$ cat config.mk
export PLATFORM = sky130hd
export DESIGN_NAME = sme_tap_unit
export DESIGN_NICKNAME = d
export VERILOG_FILES = /design/src/hdl/sme_pkg.sv /design/src/hdl/sme_tap_unit.sv
export SDC_FILE = /design/constraint.sdc
export NUM_CORES = 2
export LEC_CHECK = 0
export BUFFER_PORTS_ARGS = -buffer_cell sky130_fd_sc_hd__buf_2
export CAP_MARGIN = 20
export CORE_ASPECT_RATIO = 0.8
export CORE_MARGIN = 2
export CORE_UTILIZATION = 40
export CTS_CLUSTER_DIAMETER = 200
export DETAILED_ROUTE_END_ITERATION = 7
export PLACE_DENSITY = 0.53
export SLEW_MARGIN = 20
export SYNTH_ARGS = -nofsm -noshare
export SYNTH_HDL_FRONTEND = slang
export SYNTH_SLANG_ARGS = --single-unit
$ cat constraint.sdc
create_clock -name aclk -period 21.7 [get_ports aclk]
set_clock_uncertainty 0.05 [all_clocks]
set_input_delay 3.255 -clock aclk [delete_from_list [all_inputs] [get_ports aclk]]
set_output_delay 3.255 -clock aclk [all_outputs]
set_load 0.02 [all_outputs]
$ cat src/hdl/sme_pkg.sv
// ----------------------------------------------------------------------------
// sme_pkg
// Shared types, constants and the reciprocal table of the stereo echo unit.
// ----------------------------------------------------------------------------
package sme_pkg;

    localparam int HISTORY_DEPTH_DEF = 4096;
    localparam int MAX_ECHOES_DEF    = 16;

    localparam int SAMPLE_W = 16;
    localparam int MAG_W    = SAMPLE_W + 1;
    localparam int RECIP_W  = 22;
    localparam int PROD_W   = MAG_W + RECIP_W;
    localparam int TAP_K_W  = 5;
    localparam int TAP_K_MAX = 31;

    localparam int APB_AW = 4;
    localparam int APB_DW = 32;

    localparam logic [1:0] REG_TAP_SPACING  = 2'd0;
    localparam logic [1:0] REG_ECHO_COUNT   = 2'd1;
    localparam logic [1:0] REG_ALT_POLARITY = 2'd2;
    localparam logic [1:0] REG_DIVIDER_MODE = 2'd3;

    localparam logic [7:0] TAP_SPACING_RST  = 8'd88;
    localparam logic [4:0] ECHO_COUNT_RST   = 5'd11;
    localparam logic       ALT_POLARITY_RST = 1'b1;
    localparam logic       DIVIDER_MODE_RST = 1'b0;

    typedef struct packed {
        logic [7:0] tap_spacing;
        logic [4:0] echo_count;
        logic       alternate_polarity;
        logic       divider_mode;
    } cfg_t;

    typedef struct packed {
        logic signed [SAMPLE_W-1:0] left_sample;
        logic signed [SAMPLE_W-1:0] right_sample;
    } frame_in_t;

    typedef struct packed {
        logic signed [SAMPLE_W-1:0] left_out;
        logic signed [SAMPLE_W-1:0] right_out;
    } frame_out_t;

    typedef struct packed {
        logic               valid;
        logic [TAP_K_W-1:0] k;
        logic               unwritten;
    } tap_ctl_t;

    // ceil(2^22 / (k+1)); exact floor division for magnitudes up to 2^15
    function automatic logic [RECIP_W-1:0] recip_of(input logic [TAP_K_W-1:0] k);
        logic [RECIP_W-1:0] m;
        case (k)
            5'd1:    m = 22'd2097152;
            5'd2:    m = 22'd1398102;
            5'd3:    m = 22'd1048576;
            5'd4:    m = 22'd838861;
            5'd5:    m = 22'd699051;
            5'd6:    m = 22'd599187;
            5'd7:    m = 22'd524288;
            5'd8:    m = 22'd466034;
            5'd9:    m = 22'd419431;
            5'd10:   m = 22'd381301;
            5'd11:   m = 22'd349526;
            5'd12:   m = 22'd322639;
            5'd13:   m = 22'd299594;
            5'd14:   m = 22'd279621;
            5'd15:   m = 22'd262144;
            5'd16:   m = 22'd246724;
            5'd17:   m = 22'd233017;
            5'd18:   m = 22'd220753;
            5'd19:   m = 22'd209716;
            5'd20:   m = 22'd199729;
            5'd21:   m = 22'd190651;
            5'd22:   m = 22'd182362;
            5'd23:   m = 22'd174763;
            5'd24:   m = 22'd167773;
            5'd25:   m = 22'd161320;
            5'd26:   m = 22'd155345;
            5'd27:   m = 22'd149797;
            5'd28:   m = 22'd144632;
            5'd29:   m = 22'd139811;
            5'd30:   m = 22'd135301;
            5'd31:   m = 22'd131072;
            default: m = '0;
        endcase
        return m;
    endfunction

endpackage

$ cat src/hdl/sme_tap_unit.sv
// ----------------------------------------------------------------------------
// sme_tap_unit
// Per-tap datapath: polarity, division by k+1 or 2^k, wrapping accumulation.
// ----------------------------------------------------------------------------
module sme_tap_unit
    import sme_pkg::*;
(
    input  logic                  aclk,
    input  logic                  aresetn,
    input  cfg_t                  cfg,
    input  logic                  acc_clear,
    input  tap_ctl_t              ctl_in,
    input  logic [2*SAMPLE_W-1:0] rd_data,
    output logic                  busy,
    output logic [SAMPLE_W-1:0]   acc_l,
    output logic [SAMPLE_W-1:0]   acc_r
);

    tap_ctl_t ctl1_reg;
    tap_ctl_t ctl2_reg;

    logic [SAMPLE_W-1:0] smp_l, smp_r;
    logic [MAG_W-1:0]    mag_l, mag_r;
    logic                flip;
    logic [RECIP_W-1:0]  recip;

    logic [PROD_W-1:0]   prod_l_reg, prod_r_reg;
    logic [MAG_W-1:0]    shm_l_reg, shm_r_reg;
    logic                neg_l_reg, neg_r_reg;

    logic [MAG_W-1:0]    qm_l, qm_r, q_l, q_r;
    logic [SAMPLE_W-1:0] acc_l_reg, acc_r_reg, acc_l_next, acc_r_next;

    always_ff @(posedge aclk) begin
        if (!aresetn) begin
            ctl1_reg <= '0;
            ctl2_reg <= '0;
        end else begin
            ctl1_reg <= ctl_in;
            ctl2_reg <= ctl1_reg;
        end
    end

    assign busy = ctl1_reg.valid | ctl2_reg.valid;

    // stage 1: magnitude and reciprocal multiply
    always_comb begin
        smp_l = ctl1_reg.unwritten ? '0 : rd_data[SAMPLE_W-1:0];
        smp_r = ctl1_reg.unwritten ? '0 : rd_data[2*SAMPLE_W-1:SAMPLE_W];
        mag_l = smp_l[SAMPLE_W-1] ? (MAG_W'(0) - {smp_l[SAMPLE_W-1], smp_l}) : {1'b0, smp_l};
        mag_r = smp_r[SAMPLE_W-1] ? (MAG_W'(0) - {smp_r[SAMPLE_W-1], smp_r}) : {1'b0, smp_r};
        flip  = cfg.alternate_polarity & ctl1_reg.k[0];
        recip = recip_of(ctl1_reg.k);
    end

    always_ff @(posedge aclk) begin
        prod_l_reg <= PROD_W'(mag_l) * PROD_W'(recip);
        prod_r_reg <= PROD_W'(mag_r) * PROD_W'(recip);
        shm_l_reg  <= mag_l >> ctl1_reg.k;
        shm_r_reg  <= mag_r >> ctl1_reg.k;
        neg_l_reg  <= smp_l[SAMPLE_W-1] ^ flip;
        neg_r_reg  <= smp_r[SAMPLE_W-1] ^ flip;
    end

    // stage 2: sign and accumulate
    always_comb begin
        qm_l = cfg.divider_mode ? shm_l_reg : prod_l_reg[PROD_W-1:RECIP_W];
        qm_r = cfg.divider_mode ? shm_r_reg : prod_r_reg[PROD_W-1:RECIP_W];
        q_l  = neg_l_reg ? (MAG_W'(0) - qm_l) : qm_l;
        q_r  = neg_r_reg ? (MAG_W'(0) - qm_r) : qm_r;
        acc_l_next = acc_l_reg;
        acc_r_next = acc_r_reg;
        if (acc_clear) begin
            acc_l_next = '0;
            acc_r_next = '0;
        end else if (ctl2_reg.valid) begin
            acc_l_next = acc_l_reg + q_l[SAMPLE_W-1:0];
            acc_r_next = acc_r_reg + q_r[SAMPLE_W-1:0];
        end
    end

    always_ff @(posedge aclk) begin
        if (!aresetn) begin
            acc_l_reg <= '0;
            acc_r_reg <= '0;
        end else begin
            acc_l_reg <= acc_l_next;
            acc_r_reg <= acc_r_next;
        end
    end

    assign acc_l = acc_l_reg;
    assign acc_r = acc_r_reg;

endmodule

==> flow_metrics.env <==
export IMPL_status="finished clean"
export IMPL_remaining_drc_errors=0
export IMPL_clock_path_buffers=2
export IMPL_tightest_slew_ps=1010
export IMPL_dr_wl_met2_mm=36.31
export IMPL_synth_top_cells_by_area="fa_1 (39%), ha_1 (10%), inv_1 (9.5%)"
export IMPL_synthAdderAreaFrac_pct=49.09
export IMPL_holdBufCountCts=0
export IMPL_clkSlewWorstSetupHoldPaths_ps=60
export IMPL_synthXorXnorAreaFrac_pct=3.079
export IMPL_place_port_buffers=76
export IMPL_cts_resized=0
export IMPL_cap_violations=0
export IMPL_ant_nets=0
export IMPL_routedLengthMet1_mm=43.36
export IMPL_post_cts_repair_setup_buffers=0
export IMPL_syn_area_sq_um=30720
export IMPL_start_util_pct=40.60
export IMPL_n_antenna_cell=0
export IMPL_die_height_um=251.9
export IMPL_synth_edff_count=0
export IMPL_cpPeakStageDelay_ps=560
export IMPL_cts_sinks=128
export IMPL_rsz0062_at_grt="false"
export IMPL_layout_common_cells="inv_1 (774), fa_1 (594), nand2_1 (585)"
export IMPL_drtPass1Iterations=5
export IMPL_avgSynthCellArea_sq_um=8.457
export IMPL_max_freq_mhz=85.01
export IMPL_synth_top_flop_cell="dfxtp_1"
export IMPL_ios=90
export IMPL_cp_slowest_cell="fa_1"
export IMPL_min_path_type="flop to flop"
export IMPL_largest_reg_flops=22
export IMPL_yosysTopAreaCellShare_pct=38.70
export IMPL_netlist_instances=3633
export IMPL_drive_above_1_share_pct=6.301
export IMPL_syn_to_final_growth_pct=6.972
export IMPL_dr_max_layer_used="met4"
export IMPL_dr_first_iter_drc_count=1668
export IMPL_clock_latency_ps=460
export IMPL_synth_compound_area_share_pct=6.980
export IMPL_synth_simple_area_share_pct=17.29
export IMPL_hold_slack_ps=396.6
export IMPL_tns_ps=0
export IMPL_power_density_nw_per_um2=90.71
export IMPL_fill_cells=7750
export IMPL_arrival_ps=12030
export IMPL_slew_viol_final=0
export IMPL_slew_headroom_pct=32.70
export IMPL_avgViaCountPerCell=5.078
export IMPL_synth_largest_area_cell="fa_1"
export IMPL_path_max_fanout=25
export IMPL_first_global_vias=24787
export IMPL_grt_max_degree=57
export IMPL_num_rows=90
export IMPL_cp_end_kind="flop"
export IMPL_period_needed_ps=11760
export IMPL_antenna_found_initial=4
export IMPL_p_leak_nw=16.49
export IMPL_cts_buffers_inserted=17
export IMPL_core_area_sq_um=75670
export IMPL_peakVddDrop_v=0.00006523
export IMPL_ys_types=78
export IMPL_critPathLaunchType="primary input"
export IMPL_synthMuxAreaShare_pct=3.307
export IMPL_routed_wl_met3_mm=5.499
export IMPL_num_vias=23673
export IMPL_synth_top_family_by_area="adder cells"
export IMPL_ys_seq_area_share_pct=8.340
export IMPL_path_class="primary input to flop"
export IMPL_ys_ff_latch=128
export IMPL_dp_cells=4630
export IMPL_fin_cells=4662
export IMPL_dp_hpwl_mm=62.94
export IMPL_fin_crit_sh_pct=54.21
export IMPL_finalSetupViolations=0
export IMPL_routedWlPerCell_um=18.52
export IMPL_hold_depth=1
export IMPL_finalHoldViolations=0
export IMPL_overflow=0
export IMPL_async_flop_share_pct=0
export IMPL_wl_mm=86.36
export IMPL_cpMostUsedCell="fa_1"
export IMPL_die_width_um=313.9
export IMPL_ctsHtreeMaxLevel=4
export IMPL_synth_warnings=0
export IMPL_final_common_cell="inv_1"
export IMPL_worst_slack_ps=9937
export IMPL_worst_r2r_path_depth=30
export IMPL_design_die_area_sq_um=79060
export IMPL_finalPower_mw=2.981
export IMPL_critPathRequiredTime_ps=21970
export IMPL_post_place_ws_ps=9594
export IMPL_final_nets=4543
export IMPL_cts_tree="done"
export IMPL_track_usage_pct=22.84
export IMPL_gp_congestion=0.8594
export IMPL_grt_pass1_wl_mm=140.3
export IMPL_root_buffer="clkbuf_16"
-- metal layers --
| layer | vias to the layer above | global-route usage [%] |
|---|---|---|
| li1 | 11015 | - |
| met1 | 11893 | 35.34 |
| met2 | 683 | 33.98 |
| met3 | 82 | 3.206 |
| met4 | 0 | 4.019 |
| met5 | - | 0 |
-- per-stage QoR --
step / utilization (%) / area, sq um
floorplan: - / 30870
finish: 43.43 / 32870
global route: 43.43 / 32870
detailed placement: 42.71 / 32320
CTS: 43.43 / 32870
global placement: 42.71 / 32320
-- cells by family after synthesis --
kind of cell | Yosys count
simple gates | 1154
compound gates | 327
fa+ha+maj | 849
mux | 92
xor+xnor | 108
flops | 128
other cells | 2
buf+inv | 973
-- cells in the mapped netlist, types with 5 or more instances --
cell / n
nor2_1: 162
nor3b_1: 15
ha_1: 255
o21a_1: 6
a31oi_1: 17
and2_1: 208
o21bai_1: 8
nand2_1: 585
fa_1: 594
nor4_1: 5
mux2_2: 16
inv_1: 774
o41ai_1: 10
nor2b_1: 15
xnor2_1: 67
xor2_1: 41
a31o_2: 6
o21ai_0: 62
and3_1: 12
a21oi_1: 93
mux4_2: 6
clkbuf_1: 178
or2_2: 5
a211oi_1: 29
nand4_1: 15
mux2i_1: 70
nand2b_1: 13
dfxtp_1: 128
buf_1: 14
or3_1: 11
and4_1: 6
nor3_1: 59
a21o_1: 19
o22ai_1: 5
o31ai_1: 11
o211ai_1: 9
nand3_1: 28
-- where the power goes --
| group | internal, mW | total, mW | switching [mW] |
|---|---|---|---|
| Combinational | 0.964 | 2.38 | 1.41 |
| Clock | 0.151 | 0.275 | 0.125 |
| Sequential | 0.294 | 0.329 | 0.0352 |
| Total | 1.41 | 2.98 | 1.57 |
-- cell type report --
class	instances	area [sq um]	share of cell area, %
multi-input cells	2572	24710	75.18
inverters	780	2928	8.908
flip-flops and latches	128	2569	7.816
well taps	1012	1266	3.853
repair buffers	138	845.8	2.573
clock buffers	19	442.9	1.348
clock inverters	13	105.1	0.3198
-- worst max-delay path, delay by kind of cell --
family / cells / cell delay, ps
buffers and inverters: 6 / 1040
adder cells (fa/ha/maj): 8 / 3540
AO/OA/AOI/OAI: 8 / 2100
AND/OR/NAND/NOR: 6 / 1440
XOR/XNOR: 2 / 640
-- final timing paths --
path	to	start	slack, ps
max	prod_r_reg[37]	rd_data[16]	9940
min	ctl2_reg[6]	ctl1_reg[6]	400
max reg2reg	prod_r_reg[37]	ctl1_reg[0]	12120
min reg2reg	ctl2_reg[6]	ctl1_reg[6]	400
No activity file was read; power rests on OpenSTA's default activity.
