## src/hdl/sme_pkg.sv

```systemverilog
// ----------------------------------------------------------------------------
// sme_pkg
// Shared types, constants and the reciprocal table of the stereo echo unit.
// ----------------------------------------------------------------------------
package sme_pkg;

    localparam int HISTORY_DEPTH_DEF = 4096;
    localparam int MAX_ECHOES_DEF    = 16;

    localparam int SAMPLE_W = 16;
    localparam int MAG_W    = SAMPLE_W + 1;
    localparam int RECIP_W  = 22;
    localparam int PROD_W   = MAG_W + RECIP_W;
    localparam int TAP_K_W  = 5;
    localparam int TAP_K_MAX = 31;

    localparam int APB_AW = 4;
    localparam int APB_DW = 32;

    localparam logic [1:0] REG_TAP_SPACING  = 2'd0;
    localparam logic [1:0] REG_ECHO_COUNT   = 2'd1;
    localparam logic [1:0] REG_ALT_POLARITY = 2'd2;
    localparam logic [1:0] REG_DIVIDER_MODE = 2'd3;

    localparam logic [7:0] TAP_SPACING_RST  = 8'd88;
    localparam logic [4:0] ECHO_COUNT_RST   = 5'd11;
    localparam logic       ALT_POLARITY_RST = 1'b1;
    localparam logic       DIVIDER_MODE_RST = 1'b0;

    typedef struct packed {
        logic [7:0] tap_spacing;
        logic [4:0] echo_count;
        logic       alternate_polarity;
        logic       divider_mode;
    } cfg_t;

    typedef struct packed {
        logic signed [SAMPLE_W-1:0] left_sample;
        logic signed [SAMPLE_W-1:0] right_sample;
    } frame_in_t;

    typedef struct packed {
        logic signed [SAMPLE_W-1:0] left_out;
        logic signed [SAMPLE_W-1:0] right_out;
    } frame_out_t;

    typedef struct packed {
        logic               valid;
        logic [TAP_K_W-1:0] k;
        logic               unwritten;
    } tap_ctl_t;

    // ceil(2^22 / (k+1)); exact floor division for magnitudes up to 2^15
    function automatic logic [RECIP_W-1:0] recip_of(input logic [TAP_K_W-1:0] k);
        logic [RECIP_W-1:0] m;
        case (k)
            5'd1:    m = 22'd2097152;
            5'd2:    m = 22'd1398102;
            5'd3:    m = 22'd1048576;
            5'd4:    m = 22'd838861;
            5'd5:    m = 22'd699051;
            5'd6:    m = 22'd599187;
            5'd7:    m = 22'd524288;
            5'd8:    m = 22'd466034;
            5'd9:    m = 22'd419431;
            5'd10:   m = 22'd381301;
            5'd11:   m = 22'd349526;
            5'd12:   m = 22'd322639;
            5'd13:   m = 22'd299594;
            5'd14:   m = 22'd279621;
            5'd15:   m = 22'd262144;
            5'd16:   m = 22'd246724;
            5'd17:   m = 22'd233017;
            5'd18:   m = 22'd220753;
            5'd19:   m = 22'd209716;
            5'd20:   m = 22'd199729;
            5'd21:   m = 22'd190651;
            5'd22:   m = 22'd182362;
            5'd23:   m = 22'd174763;
            5'd24:   m = 22'd167773;
            5'd25:   m = 22'd161320;
            5'd26:   m = 22'd155345;
            5'd27:   m = 22'd149797;
            5'd28:   m = 22'd144632;
            5'd29:   m = 22'd139811;
            5'd30:   m = 22'd135301;
            5'd31:   m = 22'd131072;
            default: m = '0;
        endcase
        return m;
    endfunction

endpackage

```

## src/hdl/sme_cfg_regs.sv

```systemverilog
// ----------------------------------------------------------------------------
// sme_cfg_regs
// APB register file holding tap spacing, echo count, polarity and divider mode.
// ----------------------------------------------------------------------------
module sme_cfg_regs
    import sme_pkg::*;
(
    input  logic              aclk,
    input  logic              aresetn,
    input  logic              psel,
    input  logic              penable,
    input  logic              pwrite,
    input  logic [APB_AW-1:0] paddr,
    input  logic [APB_DW-1:0] pwdata,
    output logic [APB_DW-1:0] prdata,
    output logic              pready,
    output cfg_t              cfg
);

    cfg_t cfg_reg;
    logic wr_en;

    assign pready = 1'b1;
    assign wr_en  = psel & penable & pwrite;
    assign cfg    = cfg_reg;

    always_ff @(posedge aclk) begin
        if (!aresetn) begin
            cfg_reg.tap_spacing        <= TAP_SPACING_RST;
            cfg_reg.echo_count         <= ECHO_COUNT_RST;
            cfg_reg.alternate_polarity <= ALT_POLARITY_RST;
            cfg_reg.divider_mode       <= DIVIDER_MODE_RST;
        end else if (wr_en) begin
            unique case (paddr[3:2])
                REG_TAP_SPACING:  cfg_reg.tap_spacing        <= pwdata[7:0];
                REG_ECHO_COUNT:   cfg_reg.echo_count         <= pwdata[4:0];
                REG_ALT_POLARITY: cfg_reg.alternate_polarity <= pwdata[0];
                REG_DIVIDER_MODE: cfg_reg.divider_mode       <= pwdata[0];
                default: ;
            endcase
        end
    end

    always_comb begin
        prdata = '0;
        unique case (paddr[3:2])
            REG_TAP_SPACING:  prdata[7:0] = cfg_reg.tap_spacing;
            REG_ECHO_COUNT:   prdata[4:0] = cfg_reg.echo_count;
            REG_ALT_POLARITY: prdata[0]   = cfg_reg.alternate_polarity;
            REG_DIVIDER_MODE: prdata[0]   = cfg_reg.divider_mode;
            default:          prdata      = '0;
        endcase
    end

endmodule

```

## config.mk

```make
export PLATFORM = sky130hd
export DESIGN_NAME = sme_cfg_regs
export DESIGN_NICKNAME = d
export VERILOG_FILES = /design/src/hdl/sme_pkg.sv /design/src/hdl/sme_cfg_regs.sv
export SDC_FILE = /design/constraint.sdc
export NUM_CORES = 1
export LEC_CHECK = 0
export BUFFER_PORTS_ARGS = -buffer_cell sky130_fd_sc_hd__clkbuf_2
export CORE_MARGIN = 3
export CORE_UTILIZATION = 36
export CTS_CLUSTER_SIZE = 40
export DETAILED_ROUTE_END_ITERATION = 10
export GPL_TIMING_DRIVEN = 0
export PLACE_DENSITY = 0.85
export SLEW_MARGIN = 15
export SYNTH_ARGS = -nofsm -noshare
export SYNTH_HDL_FRONTEND = slang
export SYNTH_SLANG_ARGS = --single-unit
```

## constraint.sdc

```tcl
create_clock -name aclk -period 1.95 [get_ports aclk]
set_input_delay 0.585 -clock aclk [delete_from_list [all_inputs] [get_ports aclk]]
set_output_delay 0.585 -clock aclk [all_outputs]
set_load 0.1 [all_outputs]
```

==> impl_results.md, run 1 <==
- Status: finished, violations left
- Failing checks: negative setup slack
- Mapped Cells: 110
- Startpoint types: primary input
- Io pins: 89
- Adder-cell area share of the yosys netlist: 0%
- Total Routing Usage GR: 15.6%
- Filler Cell Count: 188
- PortBufs: 37
- Largest net degree at the start of global routing: 11
- Seq/Total Area, Yosys: 31.8%
- Die Y-Extent: 57.2 microns
- Clk slew on worst S/H paths: 80 ps
- Vias: 925
- Number of remaining DRC errors: 0
- Cts bufs inserted: 3
- Initial antenna violation count: 0
- Min-Delay Path Class: reg -> reg
- Top-count cell post-synth: buf_4
- CTS Hold Bufs: 0
- CTS tree: done
- Gate power share: 50.2%
- Synth Area in Simple Gates: 18.6%
- Cell internal pwr: 0.516 mW
- Most frequent CP cell: buf_12
- Crit path DAT: 1450 ps
- Critical path class: in -> out
- Peak supply drop: 0.527 mV
- Synth top area share: 31.8%
- Fin. max-slew vios: 0
- Ys flop type: dfxtp_1
- Net count reported at finish: 224
- Commonest cells post-synth: 26 x buf_4, 15 x dfxtp_1, 14 x nand2_1
- Worst Tran Pin Value: 546 ps
- Slew HR: 63.7%
- Max Fanout on Critical Path: 8
- Seq pwr share: 31.9%
- Vias in the first global route: 849
- Share of power burned in the clock network: 17.9%
- Layout cells sized above 1: 59.3%
- Max Clock Freq: 0.492 GHz
- LEAKAGE: 0.825 nW
- Synth warn: 0
- Mux cell area share after synthesis: 16.2%
- Vias/cell: 4.40
- DR iter-0 viols: 4
- Core area: 2340 sq um
- Routability Congestion: 0.795
- Largest family of logic cells by synthesized area: buffers and inverters
- CP required: 1360 ps
- Count of final hold-check violations: 0
- Bufs on Longest Clock Path: 2
- Synth cell types: 25
- Max FFs per register: 15
- Area delta synth->final: 72.9%
- Core Util, Final: 69.7%
- Clk_skew: 0 ps
- Slowest CP cell: clkbuf_16
- Endpoints failing setup: 5
- CP Cell Sequence: buf_8 > buf_12 > buf_12 > mux2i_4 > nor2_4 > clkbuf_16
- DIE WIDTH: 57.2 microns
- Pre-antenna DRT Iters: 2
- CTS Sinks: 15
- MaxCap Viol Count: 0
- First-pass GRT wire length: 3.88 mm
- RSZ-0062 raised after global routing: true
- Net switching power of the design: 0.474 mW
- Fraction of registers with async set/reset: 0%
- EDFF count, synth: 0
- Max incr delay on CP: 200 ps
- Root buffer cell: clkbuf_4
- Period utilization: 104%
- Synthesized flop and latch total: 15
- Final worst-path setup slack: -83.0 ps
- GRT Residual Overflow: 0
- H-tree depth: 1
- Pre-CTS setup slack: -507 ps
- Avg WL per Cell: 11.9 microns
- PwrDens: 607 nW/um^2
- Area contributors post-synth: dfxtp_1 32%, buf_4 21%, mux2i_1 14%
- Post-synthesis compound-gate area fraction: 6.76%
- Crit end category: output pin
- Synthesized cell area: 943 sq um
- Final Power: 0.990 mW
- Post-detail-place hpwl: 1.85 mm
- Antenna-violating nets left: 0
- # diodes: 0
- Initial Util: 40.3%
- Area leader, netlist: dfxtp_1
- Detailed Route WL: 2.50 mm
- Synth Area in XOR/XNOR: 0%
- Rows: 17
- Syn avg cell area: 8.58 sq um
- Tmin final: 2030 ps
- Clock latency on the worst-skew pair: 290 ps
- Switching Fraction: 47.9%
- Die area: 3270 sq um
-- logic make-up (layout without fill, tap and decap cells) --
kind of cell | after synthesis | after routing
buffers and inverters | 35 | 84
other | 2 | 25
AOI/OAI and AO/OA | 10 | 10
and+or+nand+nor | 34 | 34
DFF | 15 | 15
muxes | 14 | 14
-- placed cells by master, fill, tap and decap left out, types with 2 or more instances in the layout --
cell type	synthesis	routed
nand2_1	14	14
dfxtp_2	0	14
nand3_1	3	3
inv_1	5	5
clkbuf_16	0	5
nor3_4	1	2
mux2i_1	13	9
clkbuf_4	0	3
buf_4	26	33
clkbuf_8	0	2
buf_12	0	3
conb_1	2	25
o211ai_1	4	4
clkbuf_2	0	27
and2_4	0	2
mux2i_4	0	4
nor2b_1	2	2
clkbuf_1	2	2
o21ai_0	4	4
nor2_4	0	4
buf_8	0	2
-- layout make-up --
class / instances / area, sq um / area share [%]
well taps: 28 / 35.0 / 2.15
multi-input cells: 83 / 584 / 35.8
repair buffers: 46 / 418 / 25.6
clock inverters: 1 / 5.00 / 0.307
plain buffers: 29 / 226 / 13.9
flip-flops and latches: 15 / 322 / 19.7
clock buffers: 3 / 22.5 / 1.38
inverters: 5 / 18.8 / 1.15
-- final timing paths --
kind,from,endpoint,slack (ps),cells after the start
max,paddr[2],prdata[3],-80,6
min,cfg[12],cfg[12],470,2
max reg2reg,cfg[1],cfg[1],1230,2
min reg2reg,cfg[12],cfg[12],470,2
-- critical path, delay by kind of cell --
| kind | cells | cell delay, ps |
|---|---|---|
| buffers and inverters | 4 | 550 |
| multiplexers | 1 | 180 |
| AND/OR/NAND/NOR | 1 | 120 |
-- routing by layer --
metal	global-route usage [%]	routed length (microns)	vias up
met2	26.6	1190	51
met5	0	0	-
met4	4.97	8	0
li1	-	-	458
met1	17.2	1020	414
met3	7.47	287	2
-- repair_timing --
action | CTS | global route
endpoints found under the hold margin | 0 | 0
endpoints found under the setup margin | 8 | 5
resized for setup | 32 | 4
buffers inserted | 5 | 4
pin swaps | 0 | 1
-- power groups by stage --
stage                     Clock [mW]  Combinational, mW  Sequential, mW
after floorplan                    0              0.361           0.357
after global placement             0              0.435           0.321
after detailed placement           0              0.437           0.322
after CTS                      0.184              0.489           0.316
after global routing           0.198              0.513           0.316
final                          0.177              0.497           0.316
-- metrics by stage --
stage                     cells  setup TNS, ps  hold slack (ps)  instance area (sq um)
after floorplan             133           -273              687                   1120
after CTS                   207           -662              474                   1610
after global placement      198          -2240              448                   1340
after detailed placement    198          -2320              460                   1340
after global routing        210           -565              496                   1630
final                       210           -338              471                   1630
(Power assumes the default switching activity.)
==> run 2, diff against run 1 <==
CORE_UTILIZATION = 39   (was 36)
PLACE_DENSITY = 0.91   (was 0.85)
clock period = 2.4 ns   (was 1.95 ns; I/O delays follow)
==> run 2 against run 1 <==
Net effect:
- the flow now finishes without violations
- critical path depth fell by 2
- clock skew is the same
- die area is 6.9% lower
- register-to-register slack better by 460 ps
- routed wire length fell by 9.8%
- critical endpoint is now prdata[6]
- largest power group unchanged
==> impl_results.md, run 2 (synthesized netlist as in run 1, its figures left out) <==
- Status: completed
- Layout cells sized above 1: 54.6% (-4.7 points)
- CP Cell Sequence: clkbuf_2 > buf_6 > nor3_4 > clkbuf_2
- Critical path's top delay family: buffers and inverters
- Bufs on Longest Clock Path: 2 (unchanged)
- R2r setup slk: 1690 ps (+460 ps)
- Max Fanout on Critical Path: 10 (+2)
- Clk slew on worst S/H paths: 90 ps (about the same)
- Crit path DAT: 1650 ps (+200 ps)
- Number of remaining DRC errors: 0 (unchanged)
- Tmin final: 2370 ps
- Total Routing Usage GR: 14.5% (-1.2 points)
- PwrDens: 547 nW/um^2 (-9.9%)
- Hold Slack: 475 ps (+4.22 ps)
- Initial Util: 41.8% (+1.5 points)
- Startpoint types: primary input
- Crit end category: output pin
- Worst R2R Start: cfg[1]
- Endpoints failing setup: 0 (-5)
- RSZ-0062 raised after global routing: true
- Core Util, Final: 62.2% (-7.5 points)
- PortBufs: 37 (unchanged)
- Worst Tran Pin Value: 548 ps (+1.73 ps)
- Reg-to-reg endpoint: cfg[1]
- Slowest CP cell: clkbuf_2
- First-pass GRT wire length: 3.17 mm (-18%)
- Min-Delay Path Class: reg -> reg
- Io pins: 89 (unchanged)
- Placed Cells: 198 (unchanged)
- Worst hold path cell count: 2 (unchanged)
- Die area: 3050 sq um (-6.9%)
- CP required: 1680 ps (+320 ps)
- Cts bufs inserted: 3 (unchanged)
- Max incr delay on CP: 470 ps (+270 ps)
- Clk_skew: 0 ps (unchanged)
- Hold Path Sink: cfg[9]
- DIE WIDTH: 55.2 microns (-3.5%)
- Count of final hold-check violations: 0 (unchanged)
- Core area: 2250 sq um (-3.6%)
- CP Launch Point: paddr[2]
- Post-detail-place hpwl: 1.77 mm (-4.3%)
- MaxCap Viol Count: 0 (unchanged)
- Slew HR: 63.6% (-0.11 points)
- Detailed Route WL: 2.25 mm (-9.8%)
- Period utilization: 98.8%
- Fin. max-slew vios: 0 (unchanged)
- CTS tree: done
- Hold Path Origin: cfg[9]
- H-tree depth: 1 (unchanged)
- Root buffer cell: clkbuf_4
- Avg WL per Cell: 11.2 microns (-6.3%)
- Most frequent CP cell: clkbuf_2
- Die Y-Extent: 55.2 microns (-3.5%)
- Cell Count, Final, Fillers Out: 202 (-3.8%)
- Routability Congestion: 0.765 (-3.7%)
- CTS Hold Bufs: 0 (unchanged)
- DR iter-0 viols: 13 (+9)
- Fin area: 1400 sq um (-14%)
- Pre-CTS setup slack: -323 ps (+184 ps)
- Commonest non-fill, non-tap cells in the layout: 29 x clkbuf_2, 26 x buf_4, 25 x conb_1, 14 x nand2_1, 12 x dfxtp_2
- Largest net degree at the start of global routing: 11 (unchanged)
- Max FFs per register: 15 (unchanged)
- CP bufs+invs: 3 (-1)
- Clock latency on the worst-skew pair: 290 ps (about the same)
- Rows: 17 (unchanged)
- Max Clock Freq: 0.422 GHz
- Pre-antenna DRT Iters: 4 (+2)
- Area delta synth->final: 48.7%
- GRT Residual Overflow: 0 (unchanged)
- Initial antenna violation count: 0 (unchanged)
- Vias: 885 (-4.3%)
- Final worst-path setup slack: 29.3 ps (+112 ps)
- Vias/cell: 4.38 (-0.54%)
- Net count reported at finish: 216 (-3.6%)
- Antenna-violating nets left: 0 (unchanged)
- Most common cell after layout, fill and taps aside: clkbuf_2
- Reg2Reg Depth: 2 (unchanged)
- Peak supply drop: 0.278 mV (-47%)
- Area post-placement: 1310 sq um (-2.0%)
- LEAKAGE: 0.739 nW (-11%)
- Vias in the first global route: 766 (-9.8%)
- # diodes: 0 (unchanged)
- CTS Sinks: 15 (unchanged)
- Critical path class: in -> out
-- run 2: how the worst max path moves through the flow --
stage | slack (ps) | cells after the start | endpoint
floorplan | -240 | 2 | prdata[6]
global placement | -330 | 5 | prdata[5]
detailed placement | -320 | 5 | prdata[5]
CTS | -20 | 4 | prdata[0]
global route | -2 | 5 | prdata[4]
finish | 30 | 4 | prdata[6]
-- run 2: power by group --
part / leakage [nW] / internal [mW] / switching (mW) / total (mW)
combinational: 0.599 / 0.0739 / 0.291 / 0.365
clock: 0.0177 / 0.0619 / 0.0835 / 0.145
sequential: 0.122 / 0.253 / 0.00321 / 0.256
total: 0.739 / 0.389 / 0.378 / 0.767
-- run 2: cell type report --
class / count / area [sq um]
fill: 197 / 852
multi-input combinational: 83 / 539
sequential: 15 / 315
timing repair buffer: 38 / 249
buffer: 29 / 218
tap: 28 / 35.0
clock buffer: 3 / 22.5
inverter: 5 / 18.8
clock inverter: 1 / 5.00
-- run 2: worst reg2reg max path, stage by stage (launching register included) --
cell and delay, ps:
dfxtp_2 350, o21ai_0 70, o311ai_0 140
-- run 2: stage by stage --
step                      power (mW)  TNS [ps]
after floorplan                0.580      -243
after CTS                      0.771     -16.3
final                          0.767         0
after detailed placement       0.613     -1020
after global placement         0.611      -940
after global routing           0.797     -2.91
-- run 2: repair_timing --
action	CTS	global route
cloned	0	0
gates resized for setup	15	2
buffers inserted	1	0
pin swaps	0	0
setup endpoints to repair	7	4
-- run 2: routing by layer --
layer | up-vias | wire (microns) | track usage, %
li1 | 445 | - | -
met2 | 44 | 1070 | 25.0
met4 | 0 | 43 | 6.48
met3 | 6 | 175 | 3.22
met5 | - | 0 | 0
met1 | 390 | 967 | 17.0
==> run 3, diff against run 2 <==
clock period = 2.9 ns   (was 2.4 ns; I/O delays follow)
==> run 3 against run 2 <==
Net effect:
- routed wire length decreased by 14%
- sequential power down 18%
- combinational power fell by 21%
- die area unchanged
- count of clock-buffer cells in the layout rose by 1
- critical path depth is the same
- via count decreased by 8.4%
- sequential share of layout area up 0.55 points
==> impl_results.md, run 3 (synthesized netlist as in run 1, its figures left out) <==
- Status: completed
- R2r setup slk: 2220 ps (+530 ps)
- Critical path class: in -> out
- Pre-antenna DRT Iters: 4 (unchanged)
- Clock latency on the worst-skew pair: 270 ps (-20 ps)
- Count of final hold-check violations: 0 (unchanged)
- Core area: 2250 sq um (unchanged)
- Peak supply drop: 0.323 mV (+16%)
- Die area: 3050 sq um (unchanged)
- Endpoints failing setup: 0 (unchanged)
- RSZ-0062 raised after global routing: false
- Initial antenna violation count: 0 (unchanged)
- Total Routing Usage GR: 13.6% (-0.90 points)
- Gate power share: 46.5% (-1.1 points)
- Area delta synth->final: 38.2%
- CTS Sinks: 15 (unchanged)
- Antenna-violating nets left: 0 (unchanged)
- # diodes: 0 (unchanged)
- Startpoint types: primary input
- CP required: 2030 ps (+350 ps)
- Crit end category: output pin
- Seq pwr share: 34.3% (+0.9 points)
- PwrDens: 473 nW/um^2 (-14%)
- Share of power burned in the clock network: 19.2% (+0.2 points)
- Post-detail-place hpwl: 1.59 mm (-10%)
- Commonest non-fill, non-tap cells in the layout: 34 x clkbuf_2, 26 x buf_4, 25 x conb_1, 15 x dfxtp_1, 14 x nand2_1
- Max Fanout on Critical Path: 10 (unchanged)
- Worst Tran Pin Value: 547 ps (-0.616 ps)
- Max FFs per register: 15 (unchanged)
- Slew HR: 63.7% (about the same)
- Root buffer cell: clkbuf_4
- Area of the multi-input gates: 505 sq um (-6.3%)
- Most common cell after layout, fill and taps aside: clkbuf_2
- CP bufs+invs: 3 (unchanged)
- Worst hold path cell count: 2 (unchanged)
- Reg-to-reg endpoint: cfg[1]
- Critical path's top delay family: buffers and inverters
- Detailed Route WL: 1.93 mm (-14%)
- H-tree depth: 1 (unchanged)
- Vias/cell: 4.01 (-8.4%)
- Min-Delay Path Class: reg -> reg
- Max Clock Freq: 0.353 GHz
- Bufs on Longest Clock Path: 2 (unchanged)
- Slowest CP cell: mux4_2
- Die Y-Extent: 55.2 microns (unchanged)
- Net count reported at finish: 216 (unchanged)
- Routability Congestion: 0.713 (-6.8%)
- Tmin final: 2830 ps
- DR iter-0 viols: 5 (-8)
- Cts bufs inserted: 3 (unchanged)
- Final Power: 0.616 mW (-20%)
- LEAKAGE: 0.721 nW (-2.4%)
- Io pins: 89 (unchanged)
- First-pass GRT wire length: 2.97 mm (-6.1%)
- Avg WL per Cell: 9.55 microns (-14%)
- Number of remaining DRC errors: 0 (unchanged)
- DIE WIDTH: 55.2 microns (unchanged)
- CTS tree: done
- Rows: 17 (unchanged)
- Layout cells sized above 1: 46.0% (-8.6 points)
- Clk_skew: 0 ps (unchanged)
- Max incr delay on CP: 510 ps (+40 ps)
- CP Cell Sequence: clkbuf_2 > buf_4 > mux4_2 > clkbuf_4
- Net switching power of the design: 0.303 mW (-20%)
- Vias: 811 (-8.4%)
- GRT Residual Overflow: 0 (unchanged)
- Final worst-path setup slack: 65.3 ps (+36.0 ps)
- Switching Fraction: 49.2% (-0.12 points)
- Hold Path Origin: cfg[12]
- Period utilization: 97.7%
- Vias in the first global route: 689 (-10%)
- CTS Hold Bufs: 0 (unchanged)
- Worst R2R Start: cfg[1]
- Core Util, Final: 57.8% (-4.4 points)
- PortBufs: 37 (unchanged)
- Crit path DAT: 1960 ps (+310 ps)
- Clk slew on worst S/H paths: 90 ps (about the same)
- Hold Path Sink: cfg[12]
- MaxCap Viol Count: 0 (unchanged)
- Reg area: 300 sq um (-4.8%)
- Reg2Reg Depth: 2 (unchanged)
- Initial Util: 41.8% (unchanged)
- Fin. max-slew vios: 0 (unchanged)
- Cell internal pwr: 0.313 mW (-19%)
- Largest net degree at the start of global routing: 11 (unchanged)
- Filler Cell Count: 234 (+19%)
- Pre-CTS setup slack: -83.2 ps (+240 ps)
-- run 3: cell types whose count changed in the layout (fill, tap and decap cells not counted), moves of 2 or more --
cell / previous run / this run
nor2_2: 1 / 5
clkbuf_8: 3 / 0
dfxtp_1: 3 / 15
mux2i_2: 2 / 0
dfxtp_2: 12 / 0
nor2_4: 4 / 0
mux2i_1: 11 / 13
clkbuf_2: 29 / 34
-- run 3: tightest hold or removal path: stages, from the launching register on --
cell     delay (ps)
dfxtp_1         330
nand2_1          60
mux2i_1          50
-- run 3: layout make-up --
| type | count | share of cell area [%] |
|---|---|---|
| clock buffers | 4 | 2.02 |
| inverters | 5 | 1.44 |
| multi-input cells | 83 | 38.8 |
| plain buffers | 30 | 17.3 |
| flip-flops and latches | 15 | 23.0 |
| well taps | 28 | 2.69 |
| repair buffers | 37 | 14.8 |
-- run 3: layer usage --
| layer | GRT usage [%] | vias up | part of all wire (%) |
|---|---|---|---|
| li1 | - | 441 | - |
| met1 | 17.8 | 333 | 44 |
| met2 | 22.2 | 37 | 46 |
| met3 | 4.83 | 0 | 9.3 |
| met4 | 1.21 | 0 | 0 |
| met5 | 0 | - | 0 |
-- run 3: what timing repair did --
| action | CTS | global route |
|---|---|---|
| setup buffers | 0 | 0 |
| resized for setup | 3 | 1 |
| setup endpoints to repair | 3 | 2 |
| gates cloned | 0 | 0 |
-- run 3: worst max path at each step --
| stage | slack (ps) | depth (start not counted) | endpoint | from |
|---|---|---|---|---|
| finish | 70 | 4 | prdata[0] | paddr[3] |
| global route | 20 | 4 | prdata[0] | paddr[3] |
| CTS | 40 | 5 | prdata[7] | paddr[3] |
| detailed placement | -80 | 5 | prdata[7] | paddr[3] |
| global placement | -90 | 5 | prdata[5] | paddr[3] |
| floorplan | -320 | 2 | prdata[6] | cfg[13] |
-- run 3: power groups by stage --
stage | registers [mW] | logic [mW] | clock network, mW
global route | 0.212 | 0.300 | 0.134
detailed placement | 0.216 | 0.285 | 0
global placement | 0.216 | 0.284 | 0
finish | 0.211 | 0.287 | 0.118
floorplan | 0.240 | 0.235 | 0
CTS | 0.211 | 0.287 | 0.125
-- run 3: through the flow --
stage	TNS, ps	hold WS, ps	cells	instance area [sq um]
finish	0	481	202	1300
global route	0	508	202	1300
CTS	0	482	202	1300
detailed placement	-185	469	198	1270
global placement	-194	456	198	1270
floorplan	-319	891	133	1050
